File: src/magnitude_sort_with_streak_top_assert.svh
// assertion macros for the magnitude sort block
`ifndef MAGNITUDE_SORT_WITH_STREAK_TOP_ASSERT_SVH
`define MAGNITUDE_SORT_WITH_STREAK_TOP_ASSERT_SVH
`define MSS_ASSERT_IMPL(lbl, a, c) \
  lbl: assert property (@(posedge clk) disable iff (rst) (a) |-> (c)) else $error("lbl");
`define MSS_ASSERT_NEXT(lbl, a, c) \
  lbl: assert property (@(posedge clk) disable iff (rst) (a) |=> (c)) else $error("lbl");
`endif

File: src/mss_pkg.sv
// package for the magnitude sort block: types, constants
`default_nettype none
package mss_pkg;
  localparam int Depth = 64;
  localparam int IdxW = $clog2(Depth);
  localparam int CntW = $clog2(Depth + 1);

  localparam logic [2:0] ModeList = 3'd0;
  localparam logic [2:0] ModePos = 3'd1;
  localparam logic [2:0] ModeNeg = 3'd2;
  localparam logic [2:0] ModeBang = 3'd3;
  localparam logic [2:0] ModeBig = 3'd4;

  localparam logic [0:0] RegDesc = 1'b0;
  localparam logic [0:0] RegMode = 1'b1;

  typedef struct packed {
    logic signed [31:0] value;
    logic last;
  } in_beat_t;

  typedef struct packed {
    logic signed [31:0] sorted_value;
    logic [5:0] position;
    logic [6:0] run_length;
    logic bang;
    logic final_res;
  } out_beat_t;

  typedef enum logic [2:0] {
    ST_LOAD, ST_SORT, ST_KEY, ST_CMP, ST_PUT, ST_SCAN, ST_EMIT, ST_DONE
  } state_t;

  typedef struct packed {
    logic load;
    logic sort_start;
    logic fetch;
    logic key_take;
    logic shift;
    logic place;
    logic scan_clear;
    logic scan_step;
    logic emit_step;
    logic clear;
  } cmd_t;

  typedef struct packed {
    logic last_in;
    logic key_more;
    logic move;
    logic at_bottom;
    logic scan_done;
    logic emit_last;
  } sts_t;
endpackage
`default_nettype wire

File: src/magnitude_sort_with_streak_top.sv
// magnitude sort with streak: top level
// operation: load n values, then insertion-sort them by magnitude in the store
// sort time is set by the single compare-and-shift unit with registered store reads
// streak and bang modes then scan the sorted entries, then hold one result beat
// throughput: one value per cycle while loading; list results one per cycle while out_ready is high
// synchronous active-high reset empties the store and clears the control and scan registers
`default_nettype none
module magnitude_sort_with_streak_top import mss_pkg::*; (
  input  wire logic      clk,
  input  wire logic      rst,
  input  wire logic      in_valid,
  output logic           in_ready,
  input  wire in_beat_t  in_data,
  output logic           out_valid,
  input  wire logic      out_ready,
  output out_beat_t      out_data,
  input  wire logic      psel,
  input  wire logic      penable,
  input  wire logic      pwrite,
  input  wire logic [2:0] paddr,
  input  wire logic [31:0] pwdata,
  output logic [31:0]    prdata,
  output logic           pready
);
  logic descending;
  logic [2:0] mode;
  cmd_t cmd;
  sts_t sts;

  assign pready = 1'b1;

  always_ff @(posedge clk) begin
    if (rst) begin
      descending <= 1'b0;
      mode <= ModeList;
    end else if (psel && penable && pwrite && paddr[1:0] == 2'b00 && !paddr[2]) begin
      descending <= pwdata[0];
    end else if (psel && penable && pwrite && paddr[1:0] == 2'b00 && paddr[2]) begin
      mode <= pwdata[2:0];
    end
  end

  always_comb begin
    prdata = '0;
    if (paddr[1:0] == 2'b00) begin
      case (paddr[2])
        RegDesc: prdata = {31'd0, descending};
        RegMode: prdata = {29'd0, mode};
        default: prdata = '0;
      endcase
    end
  end

  mss_ctrl u_ctrl (
    .clk(clk), .rst(rst), .in_valid(in_valid), .in_ready(in_ready),
    .out_valid(out_valid), .out_ready(out_ready), .mode(mode),
    .sts(sts), .cmd(cmd)
  );

  mss_datapath u_dp (
    .clk(clk), .rst(rst), .cmd(cmd), .sts(sts), .in_beat(in_data),
    .descending(descending), .mode(mode), .out_beat(out_data)
  );
endmodule
`default_nettype wire

File: src/mss_datapath.sv
// datapath: entry store, insertion sort unit, scan and emit
`default_nettype none
module mss_datapath import mss_pkg::*; (
  input  wire logic      clk,
  input  wire logic      rst,
  input  wire cmd_t      cmd,
  output sts_t           sts,
  input  wire in_beat_t  in_beat,
  input  wire logic      descending,
  input  wire logic [2:0] mode,
  output out_beat_t      out_beat
);
  logic [31:0] val [Depth];
  logic [IdxW-1:0] pos [Depth];
  logic [IdxW-1:0] raddr;
  logic [31:0] rd_val;
  logic [IdxW-1:0] rd_pos;
  logic [CntW-1:0] count;
  logic [6:0] latest;
  logic [CntW-1:0] i;
  logic [CntW-1:0] j;
  logic [31:0] kv;
  logic [IdxW-1:0] kp;
  logic [CntW-1:0] n;
  logic run;
  logic [6:0] streak;
  logic bang;
  logic is_bang;
  logic desc;
  logic [31:0] km;
  logic [31:0] pm;
  logic move;
  logic full;
  logic scan_adv;
  logic sv_pos;
  logic sv_neg;

  function automatic logic [31:0] mag(input logic [31:0] v);
    mag = v[31] ? (32'd0 - v) : v;
  endfunction

  assign full = count == CntW'(Depth);
  assign is_bang = (mode == ModeBang) || (mode == ModeBig);
  assign desc = is_bang ? 1'b1 : descending;
  assign km = mag(kv);
  assign pm = mag(rd_val);
  assign move = desc ? (pm < km) : (pm > km);
  assign sv_pos = (rd_val != 32'd0) && !rd_val[31];
  assign sv_neg = rd_val[31];
  assign scan_adv = cmd.scan_step && run && (n < count);

  assign sts.last_in = in_beat.last;
  assign sts.key_more = i < count;
  assign sts.move = move;
  assign sts.at_bottom = j == CntW'(1);
  assign sts.scan_done = !run || (n >= count);
  assign sts.emit_last = (n + 1'b1) >= count;

  // read address for the registered store read
  always_comb begin
    raddr = IdxW'(n);
    if (cmd.fetch) begin
      raddr = IdxW'(i);
    end else if (cmd.key_take) begin
      raddr = IdxW'(i - 1'b1);
    end else if (cmd.shift) begin
      raddr = IdxW'(j - 2'd2);
    end else if (cmd.scan_clear) begin
      raddr = '0;
    end else if (scan_adv || cmd.emit_step) begin
      raddr = IdxW'(n + 1'b1);
    end
  end

  always_ff @(posedge clk) begin
    if (cmd.load && !full) begin
      val[IdxW'(count)] <= in_beat.value;
      pos[IdxW'(count)] <= IdxW'(count);
    end else if (cmd.shift) begin
      val[IdxW'(j)] <= rd_val;
      pos[IdxW'(j)] <= rd_pos;
    end else if (cmd.place) begin
      val[IdxW'(j)] <= kv;
      pos[IdxW'(j)] <= kp;
    end
    rd_val <= val[raddr];
    rd_pos <= pos[raddr];
  end

  always_ff @(posedge clk) begin
    if (rst || cmd.clear) begin
      count <= '0;
      latest <= '1;
    end else if (cmd.load && !full) begin
      count <= count + 1'b1;
      if (in_beat.value != 32'sd0 && !in_beat.value[31]) begin
        latest <= 7'(count);
      end
    end
  end

  always_ff @(posedge clk) begin
    if (rst) begin
      i <= '0;
    end else if (cmd.sort_start) begin
      i <= CntW'(1);
    end else if (cmd.place) begin
      i <= i + 1'b1;
    end
  end

  always_ff @(posedge clk) begin
    if (cmd.key_take) begin
      kv <= rd_val;
      kp <= rd_pos;
      j <= i;
    end else if (cmd.shift) begin
      j <= j - 1'b1;
    end
  end

  always_ff @(posedge clk) begin
    if (rst || cmd.scan_clear) begin
      n <= '0;
      run <= 1'b1;
      streak <= '0;
      bang <= 1'b0;
    end else if (scan_adv) begin
      n <= n + 1'b1;
      if (is_bang) begin
        if (!sv_pos) begin
          run <= 1'b0;
        end else if ({1'b0, rd_pos} == latest &&
                     (mode == ModeBang || n == '0)) begin
          bang <= 1'b1;
        end
      end else if ((mode == ModePos) ? sv_pos : sv_neg) begin
        streak <= streak + 1'b1;
      end else begin
        run <= 1'b0;
      end
    end else if (cmd.emit_step) begin
      n <= n + 1'b1;
    end
  end

  always_comb begin
    out_beat = '0;
    out_beat.final_res = 1'b1;
    if (mode == ModePos || mode == ModeNeg) begin
      out_beat.run_length = streak;
    end else if (is_bang) begin
      out_beat.bang = bang;
    end else begin
      out_beat.sorted_value = rd_val;
      out_beat.position = rd_pos;
      out_beat.final_res = sts.emit_last;
    end
  end
endmodule
`default_nettype wire

File: src/mss_ctrl.sv
// controller state machine for the magnitude sort block
`default_nettype none
`include "magnitude_sort_with_streak_top_assert.svh"
module mss_ctrl import mss_pkg::*; (
  input  wire logic       clk,
  input  wire logic       rst,
  input  wire logic       in_valid,
  output logic            in_ready,
  output logic            out_valid,
  input  wire logic       out_ready,
  input  wire logic [2:0] mode,
  input  wire sts_t       sts,
  output cmd_t            cmd
);
  state_t state, state_next;
  logic list_mode;

  assign list_mode = !(mode == ModePos || mode == ModeNeg ||
                       mode == ModeBang || mode == ModeBig);

  always_ff @(posedge clk) begin
    if (rst) begin
      state <= ST_LOAD;
    end else begin
      state <= state_next;
    end
  end

  always_comb begin
    state_next = state;
    cmd = '0;
    in_ready = 1'b0;
    out_valid = 1'b0;
    case (state)
      ST_LOAD: begin
        in_ready = 1'b1;
        if (in_valid) begin
          cmd.load = 1'b1;
          if (sts.last_in) begin
            cmd.sort_start = 1'b1;
            state_next = ST_SORT;
          end
        end
      end
      ST_SORT: begin
        if (sts.key_more) begin
          cmd.fetch = 1'b1;
          state_next = ST_KEY;
        end else begin
          cmd.scan_clear = 1'b1;
          state_next = list_mode ? ST_EMIT : ST_SCAN;
        end
      end
      ST_KEY: begin
        cmd.key_take = 1'b1;
        state_next = ST_CMP;
      end
      ST_CMP: begin
        if (sts.move) begin
          cmd.shift = 1'b1;
          if (sts.at_bottom) begin
            state_next = ST_PUT;
          end
        end else begin
          cmd.place = 1'b1;
          state_next = ST_SORT;
        end
      end
      ST_PUT: begin
        cmd.place = 1'b1;
        state_next = ST_SORT;
      end
      ST_SCAN: begin
        cmd.scan_step = 1'b1;
        if (sts.scan_done) begin
          cmd.scan_step = 1'b0;
          state_next = ST_DONE;
        end
      end
      ST_EMIT: begin
        out_valid = 1'b1;
        if (out_ready) begin
          cmd.emit_step = 1'b1;
          if (sts.emit_last) begin
            cmd.clear = 1'b1;
            state_next = ST_LOAD;
          end
        end
      end
      ST_DONE: begin
        out_valid = 1'b1;
        if (out_ready) begin
          cmd.clear = 1'b1;
          state_next = ST_LOAD;
        end
      end
      default: state_next = ST_LOAD;
    endcase
  end

  `MSS_ASSERT_IMPL(a_no_overlap, in_ready, !out_valid)
  `MSS_ASSERT_NEXT(a_last_sorts, in_valid && in_ready && sts.last_in, state == ST_SORT)
  `MSS_ASSERT_NEXT(a_clear_loads, cmd.clear, state == ST_LOAD)
endmodule
`default_nettype wire
File: config.mk
export PLATFORM = sky130hd
export DESIGN_NAME = magnitude_sort_with_streak_top
export DESIGN_NICKNAME = d
export VERILOG_FILES = /design/src/mss_pkg.sv /design/src/magnitude_sort_with_streak_top.sv /design/src/mss_datapath.sv /design/src/mss_ctrl.sv
export VERILOG_INCLUDE_DIRS = /design/src /design/src/src
export SDC_FILE = /design/constraint.sdc
export NUM_CORES = 2
export LEC_CHECK = 0
export ABC_AREA = 1
export CELL_PAD_IN_SITES_DETAIL_PLACEMENT = 1
export CELL_PAD_IN_SITES_GLOBAL_PLACEMENT = 1
export CORE_MARGIN = 5
export CORE_UTILIZATION = 35
export CTS_BUF_LIST = sky130_fd_sc_hd__clkbuf_4
export CTS_CLUSTER_SIZE = 30
export DETAILED_ROUTE_END_ITERATION = 7
export DONT_BUFFER_PORTS = 1
export GPL_ROUTABILITY_DRIVEN = 0
export MAX_ROUTING_LAYER = met4
export PLACE_DENSITY_LB_ADDON = 0.1
export SLEW_MARGIN = 20
export SYNTH_ARGS = -nofsm -noshare
export SYNTH_HDL_FRONTEND = slang
export SYNTH_SLANG_ARGS = --single-unit
File: constraint.sdc
create_clock -name clk -period 9.75 [get_ports clk]
set_input_delay 0.4875 -clock clk [delete_from_list [all_inputs] [get_ports clk]]
set_output_delay 0.4875 -clock clk [all_outputs]
set_load 0.005 [all_outputs]
## After elaboration in Yosys (flattened, before gate mapping)

Memories as Yosys holds them, arrays and structs flattened. A register that Yosys moved wholly into a read port is not among the register bits.
Cells that the tools add are included.

| storage, ports and cells | value |
|---|---|
| word-level logic and storage cells | 178 |
| input port bits | 75 |
| memories kept | 2 |
| output and inout port bits | 82 |
| bits in writable memories | 2,432 |
| register bits | 89 |

| cells by class | value |
|---|---|
| bitwise logic cells | 5 |
| magnitude comparators | 6 |
| reduce and logical (&&, ||, !) cells | 43 |
| add/sub/neg operators | 9 |
| multiplexer cells | 76 |
| eq/ne operators | 23 |

Memories:

| name | depth | width | rd ports | clocked after Yosys merged registers in | write ports | line | text |
|---|---|---|---|---|---|---|---|
| u_dp.val | 64 | 32 | 1 | 1 | 1 | mss_datapath.sv:13 | `logic [31:0] val [Depth];` |
| u_dp.pos | 64 | 6 | 1 | 1 | 1 | mss_datapath.sv:14 | `logic [IdxW-1:0] pos [Depth];` |

Operator list:

| cell | count |
|---|---|
| $mux W32 | 5 |
| $mux W38 | 2 |
| $pmux W32 S2 | 1 |
| $reduce_bool A32 Y1 | 2 |
| $sub A1 B32 Y32 const A | 2 |
| $mux W6 | 9 |
| $mux W1 | 37 |
| $mux W7 | 5 |
| $gt A32 B32 Y1 | 1 |
| $lt A32 B32 Y1 | 1 |
| $reduce_or A32 Y1 | 1 |
| $add A7 B1 Y7 const B | 4 |
| $mux W3 | 9 |
| $pmux W3 S8 | 1 |
| $eq A3 B3 Y1 const B | 5 |
| $ge A7 B7 Y1 | 2 |
| $lt A7 B7 Y1 | 2 |
| $ne A2 B2 Y1 const B | 7 |
| $eq A3 B2 Y1 const B | 4 |
| $logic_and A1 B1 Y1 | 11 |
| $mux W2 | 5 |
| $logic_or A1 B1 Y1 | 9 |
| $eq A6 B7 Y1 | 1 |
| $eq A7 B1 Y1 const B | 1 |
| 21 further kinds | 35 |

## Logic depth before layout (Yosys ltp)

| depth | value |
|---|---|
| word-level depth | 13 |
| gate-level depth with buffers | 41 |
| mapped depth without buffers | 38 |

## By module

From an unflattened synthesis, not the netlist that was laid out.

| unflattened totals | value |
|---|---|
| cells, all modules | 10,255 |
| area, all modules | 112,530.4 um2 |

Modules (own cells, without submodules):

| module | area each (um2) | seq. area each (um2) | times used | cells an instance |
|---|---|---|---|---|
| mss_datapath | 111,609.5 | 75,882.8 | 1 | 10,105 |
| magnitude_sort_with_streak_top | 503.0 | 80.1 | 1 | 76 |
| mss_ctrl | 417.9 | 60.1 | 1 | 74 |

## Worst setup path before layout

Ideal clock, no wire load.

| path | value |
|---|---|
| path kind | register to register |
| start point | register u_dp.kv[2] |
| end point | memory u_dp.pos[56][0] (netlist bit) (enable) |
| path slack | 1.224 ns |
| setup time | 0.529 ns |
| stages on the path, launching flop included | 29 |
| data required time | 9.221 ns |
| clock period less this slack | 8.526 ns |
| buffers on the path | 0 |
| arrival | 7.997 ns |
| path through | edfxtp_1 nor3_1 nand2_1 nor3_1 nand2_1 nor4_1 nand3_1 nor3_1 nand2_1 nor4_1 a21oi_1 xor2_1 inv_1 ha_1 a21oi_1 o21a_1 nand2_1 a21oi_1 nand3_1 nand2_2 nand2_4 inv_2 nor2_4 inv_2 nor2_1 o21bai_1 nor2_1 nand3_1 nor4_1 |

| on the way | value |
|---|---|
| word-level cells in the longest chain between the ends | 13 |
| elaborated cells between the ends (all ways) | 20 |
| classes of those cells | add/sub (1); order compare (2); mux (15); bitwise (1); reduce/logical (1) |

Ends and longest elaborated chain:

| item | line | text |
|---|---|---|
| start: declaration | mss_datapath.sv:22 | `logic [31:0] kv;` |
| start signal: assignment | mss_datapath.sv:114 | `kv <= rd_val;` |
| $sub A1 B32 Y32 | mss_datapath.sv:39 | `mag = v[31] ? (32'd0 - v) : v;` |
| $mux W32 (*) | mss_datapath.sv:39 |  |
| $gt A32 B32 Y1 / $lt A32 B32 Y1 (equally long branches) | mss_datapath.sv:47 | `assign move = desc ? (pm < km) : (pm > km);` |
| $mux W1 (*) | mss_datapath.sv:47 |  |
| $mux W1 | mss_ctrl.sv:59 | `if (sts.move) begin` |
| $pmux W1 S2 | mss_ctrl.sv:34 | `case (state)` |
| $mux W1 | mss_datapath.sv:82 | `end else if (cmd.place) begin` |
| $mux W1 | mss_datapath.sv:79 | `end else if (cmd.shift) begin` |
| $mux W1 | mss_datapath.sv:76 | `if (cmd.load && !full) begin` |
| $mux W1 (implied by the code) | mss_datapath.sv:84 | `pos[IdxW'(j)] <= kp;` |
| $or A1 B1 Y1 (no source line) (*) | -- |  |
| $reduce_or A6 Y1 (no source line) | -- |  |
| $mux W6 (no source line) / $mux W1 (equally long branches) | -- |  |
| end: declaration | mss_datapath.sv:14 |  |

Mark *: on every way between the ends. The rest lies on a longest branch, timed or not.

## Final worst setup path

| path | value |
|---|---|
| start point | register u_dp.kv[2] |
| end point | memory u_dp.val[7][1] (enable) |

| on the way | value |
|---|---|
| word-level cells in the longest chain between the ends | 13 |
| elaborated cells between the ends (all ways) | 20 |
| classes of those cells | add/sub (1); order compare (2); mux (15); bitwise (1); reduce/logical (1) |

Ends and longest elaborated chain:

| item | line | text |
|---|---|---|
| $sub A1 B32 Y32 | mss_datapath.sv:39 |  |
| $mux W32 (*) | mss_datapath.sv:39 |  |
| $gt A32 B32 Y1 / $lt A32 B32 Y1 (equally long branches) | mss_datapath.sv:47 |  |
| $mux W1 (*) | mss_datapath.sv:47 |  |
| $mux W1 | mss_ctrl.sv:59 |  |
| $pmux W1 S2 | mss_ctrl.sv:34 |  |
| $mux W1 | mss_datapath.sv:82 |  |
| $mux W1 | mss_datapath.sv:79 |  |
| $mux W1 | mss_datapath.sv:76 |  |
| $mux W1 (implied by the code) | mss_datapath.sv:83 | `val[IdxW'(j)] <= kv;` |
| $or A1 B1 Y1 (no source line) (*) | -- |  |
| $reduce_or A32 Y1 (no source line) | -- |  |
| $mux W6 (no source line) / $mux W1 (equally long branches) | -- |  |
| end: declaration | mss_datapath.sv:13 |  |

Marks and branches as above.

==> results_dict.tcl <==
set metrics [dict create \
    outcome "completed" \
    dieHeight_um 584 \
    cts_tree "yes" \
    synth_ff_type "edfxtp_1" \
    root_buffer "clkbuf_4" \
    crit_fanout 36 \
    remaining_drc_errors 0 \
    drt-initial-drc-count 6059 \
    timing.critical_path.from "u_dp.kv[2]" \
    synth_area_mm2 0.115 \
    dp_cells 14800 \
    p_comb_frac 0.422 \
    rsz0062_at_grt "no" \
    cts_buffers 712 \
    ys_warn_count 0 \
    dieWidth_um 584 \
    hp-start "in_data[32]" \
    top_layer_used "met4" \
    finalMaxSlewViolations 0 \
    hold_viol_final 0 \
    rows 210 \
    start_kind "flip-flop" \
    clk_latency_ps 1530 \
    vdd_drop_max_v 0.000391 \
    final_common_cell "nand3_1" \
    max_slew.worst_pin.slew_ps 1170 \
    stdcell_count 16100 \
    rr_endpoint "u_dp.val[7][1]" \
    r2r_cells 32 \
    core_mm2 0.328 \
    synthCells 10800 \
    synth_seq_area_share 0.659 \
    grt_pass1_wl_um 575000 \
    route.antenna.remaining_nets 0 \
    post_synth.cell_area_avg_um2 10.7 \
    dieArea_mm2 0.341 \
    dr_wl_met2_um 188000 \
    grt_pass1_vias 86800 \
    net-switching-power_mw 18.8 \
    clk_path_buf_depth 4 \
    p_sw_frac 0.436 \
    wl_per_cell_um 24.4 \
    ios 157 \
    overflow 0 \
    min_period_over_period 0.892 \
    area_growth_syn_to_layout_pct 14.1 \
    clkPwrFrac 0.234 \
    slowest_delay_ps 820 \
    p_leak_nw 51.7 \
    cpMaxStageDelayCell "nand3_1" \
    ys_ff_latch 2559 \
    reg2reg_from "u_dp.kv[2]" \
    final_layout_size_suffix_gt1_frac 0.134 \
    max_freq_mhz 115 \
    hold_path_depth 3 \
    start_util 0.352 \
    path_class "flip-flop to flip-flop" \
    routed_wl_um 393000 \
    fin_total_pwr_mw 43.2 \
    dp_hpwl_um 214000 \
    grt_start_max_net_pins 142 \
    async_flop_share 0 \
    mostFrequentLayoutCells "2,551 x nand3_1, 2,477 x edfxtp_1, 1,818 x nand2_1" \
    power.density_mw_per_mm2 328 \
    worstHoldEndpoint "u_dp.val[63][31]" \
    cts_sinks 2559 \
    finalSetupViolations 0 \
    portBuffers 0 \
    p_int_mw 24.4 \
    hold_class "input port to flip-flop" \
    post_cts_resized 0 \
    cp.arrival_ps 9850 \
    wl_met1_um 177000 \
    vias 83300 \
    dr_wl_met3_um 19200 \
    antenna_found_initial 11 \
    grt.total_usage 0.231 \
    clkTransAtPathRegs_ps 60 \
    critPathMostFrequentCell "nand2_1" \
    maxSlewHeadroom 0.216 \
    r2r_slack_ps 1050 \
    cp-end-kind "flip-flop" \
    synth_cell_type_count 52 \
    nets 11300 \
    seqPwrFrac 0.344 \
    worst_ep_required_time_ps 10900 \
    finalCriticalPeriod_ps 8700 \
    cap_violations 0 \
    final.setup.tns_ps 0 \
    clock_skew_ps 102 \
    viasPerCell 5.17 \
    synth_edf_count 2477 \
    htreeDepth 6 \
    drtPass1Iterations 6 \
]
-- Yosys cell counts (9+ instances only) --
| cell | n | share of area |
|---|---|---|
| buf_2 | 345 | 0.015 |
| edfxtp_1 | 2477 | 0.64 |
| o211ai_1 | 9 | 0.00059 |
| xnor2_1 | 15 | 0.0011 |
| nand2_1 | 1820 | 0.059 |
| dfxtp_1 | 82 | 0.014 |
| nor4_1 | 20 | 0.0011 |
| inv_1 | 1683 | 0.055 |
| buf_1 | 74 | 0.0024 |
| ha_1 | 65 | 0.0070 |
| inv_2 | 13 | 0.00042 |
| a21oi_1 | 96 | 0.0042 |
| o21ai_0 | 102 | 0.0044 |
| buf_4 | 61 | 0.0040 |
| clkbuf_1 | 210 | 0.0068 |
| xor2_1 | 59 | 0.0045 |
| nor3_1 | 35 | 0.0015 |
| nand3_1 | 2551 | 0.11 |
| nor2_1 | 241 | 0.0078 |
| nand3b_1 | 762 | 0.050 |
| nand4_1 | 21 | 0.0011 |
-- routing by layer --
metal  GRT usage  up-vias
met4      0.0643        0
li1            -    38000
met1       0.304    42600
met3      0.0316      629
met2       0.377     2120
met5           -        -
-- critical path, delay by kind of cell, from the launching register on --
family,cells,cell delay (ps)
AO/OA/AOI/OAI,4,920
XOR/XNOR,1,160
AND/OR/NAND/NOR,21,5440
buffers and inverters,5,1030
flip-flops,1,440
adder cells (fa/ha/maj),1,320
-- what timing repair did --
item / in CTS / in global routing
hold buffers: 74 / 1
buffers inserted: 0 / 0
hold endpoints to repair: 2104 / 14
-- through the flow --
stage	setup slack, ps	hold slack, ps	utilization	area [um2]
2_1_floorplan	1220	408	-	116000
3_3_place_gp	950	426	0.371	122000
3_5_place_dp	1160	443	0.371	122000
4_1_cts	1120	3.24	0.401	132000
5_1_grt	447	56.3	0.402	132000
6_report	1050	175	0.402	132000
-- worst max-delay path by stage --
stage / to / slack (ps)
detailed placement: u_dp.pos[7][0] / 1160
finish: u_dp.val[7][1] / 1050
global placement: u_dp.val[7][17] / 950
floorplan: u_dp.pos[56][0] / 1220
global route: u_dp.val[7][1] / 450
CTS: u_dp.val[7][1] / 1120
-- power by group through the flow --
stage | combinational [mW] | sequential, mW | clock, mW
3_5_place_dp | 18.2 | 15.1 | 0
3_3_place_gp | 17.9 | 15.1 | 0
6_report | 18.2 | 14.9 | 10.1
2_1_floorplan | 10.3 | 15.1 | 0
5_1_grt | 19.8 | 14.9 | 11.1
4_1_cts | 18.3 | 14.9 | 10.5
-- flip-flops by register name, summed over array words and instances, names as in the netlist, 3 cells and up --
register,cells
mode,3
u_ctrl.state,3
u_dp.count,7
u_dp.i,7
u_dp.j,7
u_dp.kp,6
u_dp.kv,32
u_dp.latest,7
u_dp.n,7
u_dp.pos,384
u_dp.rd_pos,6
u_dp.rd_val,32
u_dp.streak,7
u_dp.val,2048
-- cell type report --
class / count / area [um2]
clock inverters: 173 / 1150
fillers: 36000 / 196000
multi-input cells: 5893 / 30800
inverters: 1697 / 6390
diodes: 12 / 30.0
well taps: 4346 / 5440
clock buffers: 1086 / 8150
repair buffers: 340 / 3710
flip-flops and latches: 2559 / 76000
-- kinds of logic after synthesis --
kind of cell,Yosys count,synth area share
buffers and inverters,2392,0.0838
AND/OR/NAND/NOR,5478,0.233
XOR/XNOR,74,0.00562
adder cells (fa/ha/maj),65,0.00705
AO/OA/AOI/OAI,246,0.0120
flip-flops,2559,0.659
other,2,0.0000651
(Power assumes the default switching activity.)
